$ cat src/hw/rtl/mpq_pkg.sv
package mpq_pkg;

  localparam int NODE_COUNT  = 256;
  localparam int NODE_BITS   = 8;
  localparam int WEIGHT_BITS = 32;
  localparam int COUNT_BITS  = 9;

  localparam logic [2:0] FUNC_INSERT   = 3'd0;
  localparam logic [2:0] FUNC_DECREASE = 3'd1;
  localparam logic [2:0] FUNC_QUERY    = 3'd2;
  localparam logic [2:0] FUNC_EXTRACT  = 3'd3;
  localparam logic [2:0] FUNC_CLEAR    = 3'd4;

  localparam logic [1:0] ST_DONE    = 2'd0;
  localparam logic [1:0] ST_IGNORED = 2'd1;
  localparam logic [1:0] ST_EMPTY   = 2'd2;

  typedef enum logic [2:0] {
    OP_INS, OP_DEC, OP_QRY, OP_EXT, OP_CLR, OP_BAD
  } op_t;

  typedef struct packed {
    op_t                    op;
    logic [NODE_BITS-1:0]   node;
    logic [WEIGHT_BITS-1:0] weight;
  } req_t;

  typedef struct packed {
    logic [NODE_BITS-1:0]   node;
    logic [WEIGHT_BITS-1:0] weight;
    logic                   present;
    logic [1:0]             status;
    logic [COUNT_BITS-1:0]  occupancy;
  } res_t;

  typedef enum logic [2:0] {
    S_IDLE, S_DEC, S_SCAN, S_PUSH
  } state_t;

endpackage

$ cat src/hw/rtl/mpq_front.sv
module mpq_front (
  input  logic                           clk,
  input  logic                           rst_n,
  input  logic                           in_valid,
  output logic                           in_ready,
  input  logic [2:0]                     in_func,
  input  logic [mpq_pkg::NODE_BITS-1:0]  in_node,
  input  logic [mpq_pkg::WEIGHT_BITS-1:0] in_weight,
  output logic                           q_valid,
  output mpq_pkg::req_t                  q_req,
  input  logic                           q_pop
);
  import mpq_pkg::*;

  req_t       slot_r [2];
  logic       wp_r, rp_r;
  logic [1:0] cnt_r;
  req_t       cls;
  logic       push;

  always_comb begin
    cls.node   = in_node;
    cls.weight = in_weight;
    unique case (in_func)
      FUNC_INSERT:   cls.op = OP_INS;
      FUNC_DECREASE: cls.op = OP_DEC;
      FUNC_QUERY:    cls.op = OP_QRY;
      FUNC_EXTRACT:  cls.op = OP_EXT;
      FUNC_CLEAR:    cls.op = OP_CLR;
      default:       cls.op = OP_BAD;
    endcase
  end

  assign in_ready = (cnt_r != 2'd2);
  assign push     = in_valid && in_ready;
  assign q_valid  = (cnt_r != 2'd0);
  assign q_req    = slot_r[rp_r];

  always_ff @(posedge clk) begin
    if (push) slot_r[wp_r] <= cls;
    if (!rst_n) begin
      wp_r  <= 1'b0;
      rp_r  <= 1'b0;
      cnt_r <= 2'd0;
    end else begin
      if (push) wp_r <= ~wp_r;
      if (q_pop) rp_r <= ~rp_r;
      cnt_r <= cnt_r + {1'b0, push} - {1'b0, q_pop};
    end
  end
endmodule

$ cat config.mk
export PLATFORM = sky130hd
export DESIGN_NAME = mpq_front
export DESIGN_NICKNAME = d
export VERILOG_FILES = /design/src/hw/rtl/mpq_pkg.sv /design/src/hw/rtl/mpq_front.sv
export SDC_FILE = /design/constraint.sdc
export NUM_CORES = 1
export LEC_CHECK = 0
export CAP_MARGIN = 40
export CORE_MARGIN = 2
export CORE_UTILIZATION = 30
export CTS_CLUSTER_DIAMETER = 60
export DETAILED_ROUTE_END_ITERATION = 6
export DONT_BUFFER_PORTS = 1
export REMOVE_ABC_BUFFERS = 1
export SETUP_SLACK_MARGIN = 0.1
export SYNTH_ARGS = -nofsm -noshare
export SYNTH_HDL_FRONTEND = slang
export SYNTH_SLANG_ARGS = --single-unit
export TNS_END_PERCENT = 5
$ cat constraint.sdc
create_clock -name clk -period 2.7 [get_ports clk]
set_input_delay 0.135 -clock clk [delete_from_list [all_inputs] [get_ports clk]]
set_output_delay 0.135 -clock clk [all_outputs]
set_load 0.02 [all_outputs]
==> impl_metrics.env <==
export IMPL_vias=1612
export IMPL_globalRoute_totalOverflow=0
export IMPL_ant_nets=0
export IMPL_synthArstFlopShare_pct=0
export IMPL_p_int_mw=2.57
export IMPL_ys_seq_elements=91
export IMPL_fp_dieH_um=110
export IMPL_viasPerCell=4.45
export IMPL_cp_cell_sequence="buf_4, mux2_2"
export IMPL_wl_mm=6.13
export IMPL_path_buf_inv=1
export IMPL_grt_max_degree=27
export IMPL_cpPeakStageDelay_ps=740
export IMPL_min_period_ps=1950
export IMPL_cp_depth=2
export IMPL_whs_path_depth=1
export IMPL_grt_pass1_vias=1813
export IMPL_status="finished, final reports clean"
export IMPL_syn_area_sq_um=3400
export IMPL_path_max_fanout=25
export IMPL_initial_utilization_pct=31.1
export IMPL_fin_crit_sh_pct=72.1
export IMPL_synth_top_flop_cell="edfxtp_1"
export IMPL_sequentialPowerShare_pct=51.4
export IMPL_max_freq_mhz=513
export IMPL_finalMaxSlewViolations=0
export IMPL_grt_pass1_wl_mm=9.78
export IMPL_r2r_cells=3
export IMPL_hold_class="in2reg"
export IMPL_switching_share_pct=23.9
export IMPL_crit_family="flip-flops"
export IMPL_die_area_sq_um=12200
export IMPL_synthCells=165
export IMPL_hold_violations=0
export IMPL_dieWidth_um=110
export IMPL_fin_cells=362
export IMPL_clockPowerShare_pct=35.4
export IMPL_critPathArrivalTime_ps=1810
export IMPL_p_comb_share_pct=13.2
export IMPL_ioPinCount=92
export IMPL_dp_hpwl_mm=3.88
export IMPL_crit_path_start_kind="flop"
export IMPL_wire_per_inst_um=16.9
export IMPL_numCtsBuffers=9
export IMPL_max_slew_margin_rel_pct=57.7
export IMPL_p_sw_uw=806
export IMPL_worst_slew_pin_transition_ps=634
export IMPL_antenna_found_initial=0
export IMPL_core_sq_um=10900
export IMPL_p_per_area_nw_per_um2=785
export IMPL_avgSynthCellArea_sq_um=20.6
export IMPL_drive_gt1_share_pct=30.2
export IMPL_fillCellCount=1033
export IMPL_drtIter0Drc=75
export IMPL_synthTopCellsByArea="edfxtp_1 (76%), mux2_2 (14%), dfxtp_1 (2.9%)"
export IMPL_clk_pin_slew_ps=60
export IMPL_yosysWarnings=0
export IMPL_cap_violations=0
export IMPL_rsz0062_at_grt="no"
export IMPL_cts_tree="yes"
export IMPL_synth_edf_count=86
export IMPL_finalSetupTns_ps=0
export IMPL_p_total_mw=3.37
export IMPL_seq_area_frac_synth_pct=78.9
export IMPL_crit_required_ps=2570
export IMPL_total_leakage_power_nw=1.44
export IMPL_num_nets_final=265
export IMPL_drc=0
export IMPL_ys_top_cells_by_count="edfxtp_1 (86), mux2_2 (43), dfxtp_1 (5)"
export IMPL_post_cts_buffers=0
export IMPL_synth_top_area_share_pct=75.9
export IMPL_yosys_cell_types_count=26
export IMPL_clock_sinks=91
export IMPL_setup_viol_count_final=0
export IMPL_h_tree_depth=3
export IMPL_grt_util_all_layers_pct=10.6
export IMPL_placed_cells=303
export IMPL_port_buffers=0
export IMPL_clkLatencyLatePin_ps=330
export IMPL_worstSetupPathType="reg2out"
export IMPL_gp_congestion=0.668
export IMPL_n_antenna_cell=0
export IMPL_ir_worst_vdd_v=0.000237
export IMPL_cts_path_max_buffers=2
export IMPL_synth_most_common_cell="edfxtp_1"
export IMPL_cp_end_kind="output pin"
export IMPL_area_growth_pct=26.3
export IMPL_finalClockSkew_ps=4.97
export IMPL_cp_slowest_cell="dfxtp_2"
export IMPL_synth_area_leader_cell="edfxtp_1"
export IMPL_dr_pass1_iters=3
export IMPL_rows=38
export IMPL_root_buffer="clkbuf_16"
export IMPL_cts_resized=0
[state kept, by name, indices dropped and copies added, names as in the netlist, named ones only]
signal,flops
cnt_r,2
slot_r,86
rp_r,1
wp_r,1
[cells by family (layout without fill, tap and decap cells)]
logic type,count (synthesis),after routing,synth area share [%]
compound gates,6,6,1.55
xor+xnor,2,2,0.515
fa+ha+maj,1,1,0.368
buf+inv,8,65,1.80
flops,91,91,78.9
mux,44,44,14.5
simple gates,13,13,2.36
[cell type report]
class	instances	area, sq um	area share (%)
sequential	91	2680	62.5
multi-input combinational	66	658	15.3
timing repair buffer	47	485	11.3
clock buffer	10	229	5.33
tap	140	175	4.08
clock inverter	6	56.3	1.31
inverter	2	7.51	0.175
[power by group through the flow]
stage	Sequential, mW	Combinational [mW]	Clock, mW
4_1_cts	1.73	0.458	1.24
3_3_place_gp	1.76	0.394	0
6_report	1.73	0.446	1.19
3_5_place_dp	1.76	0.395	0
5_1_grt	1.75	0.479	1.30
2_1_floorplan	1.76	0.311	0
[stage by stage]
step	hold WS [ps]	setup WS (ps)	utilization, %	cell area, sq um
2_1_floorplan	234	507	-	3350
3_3_place_gp	234	808	32.7	3580
3_5_place_dp	234	768	32.7	3580
4_1_cts	2.60	686	39.3	4300
5_1_grt	1.66	596	39.3	4300
6_report	20.0	752	39.3	4300
[routing by layer]
| metal | wire length (um) | vias up | GRT usage (%) |
|---|---|---|---|
| met2 | 3090 | 54 | 17.1 |
| met1 | 2440 | 801 | 11.5 |
| li1 | - | 748 | - |
| met3 | 518 | 9 | 5.60 |
| met4 | 85 | 0 | 4.75 |
| met5 | 0 | - | 0 |
[final timing paths]
kind,startpoint,to,slack [ps]
hold / removal,in_func[0],slot_r[0][40],20
hold reg to reg,rp_r,flop,580
setup / recovery,flop,q_req[22],750
setup reg to reg,cnt_r[0],slot_r[1][38],810
[placed cells by master, fill, tap and decap left out]
cell type and count:
clkinv_2 3, a211o_1 1, a211oi_1 1, buf_4 2, nor4b_1 1, mux2_2 43, ha_1 1, a21boi_1 1
buf_12 2, clkbuf_16 9, inv_1 1, clkinvlp_4 1, nand3_1 1, xor2_1 1, a21bo_2 1, bufinv_16 1
xnor2_1 1, dfxtp_1 4, mux2i_1 1, and3_2 1, clkbuf_1 1, or2_2 1, edfxtp_1 86, clkinv_1 1
nand2b_1 1, a21o_1 1, nand3b_1 2, a21boi_2 1, inv_2 1, and2_1 3, dlygate4sd3_1 43, dfxtp_2 1
nand2_1 2, nor2b_1 1
[what timing repair did]
action	in CTS	in global routing
endpoints found under the setup margin	0	0
hold buffers	43	0
hold endpoints to repair	89	0
(Power assumes the default switching activity.)
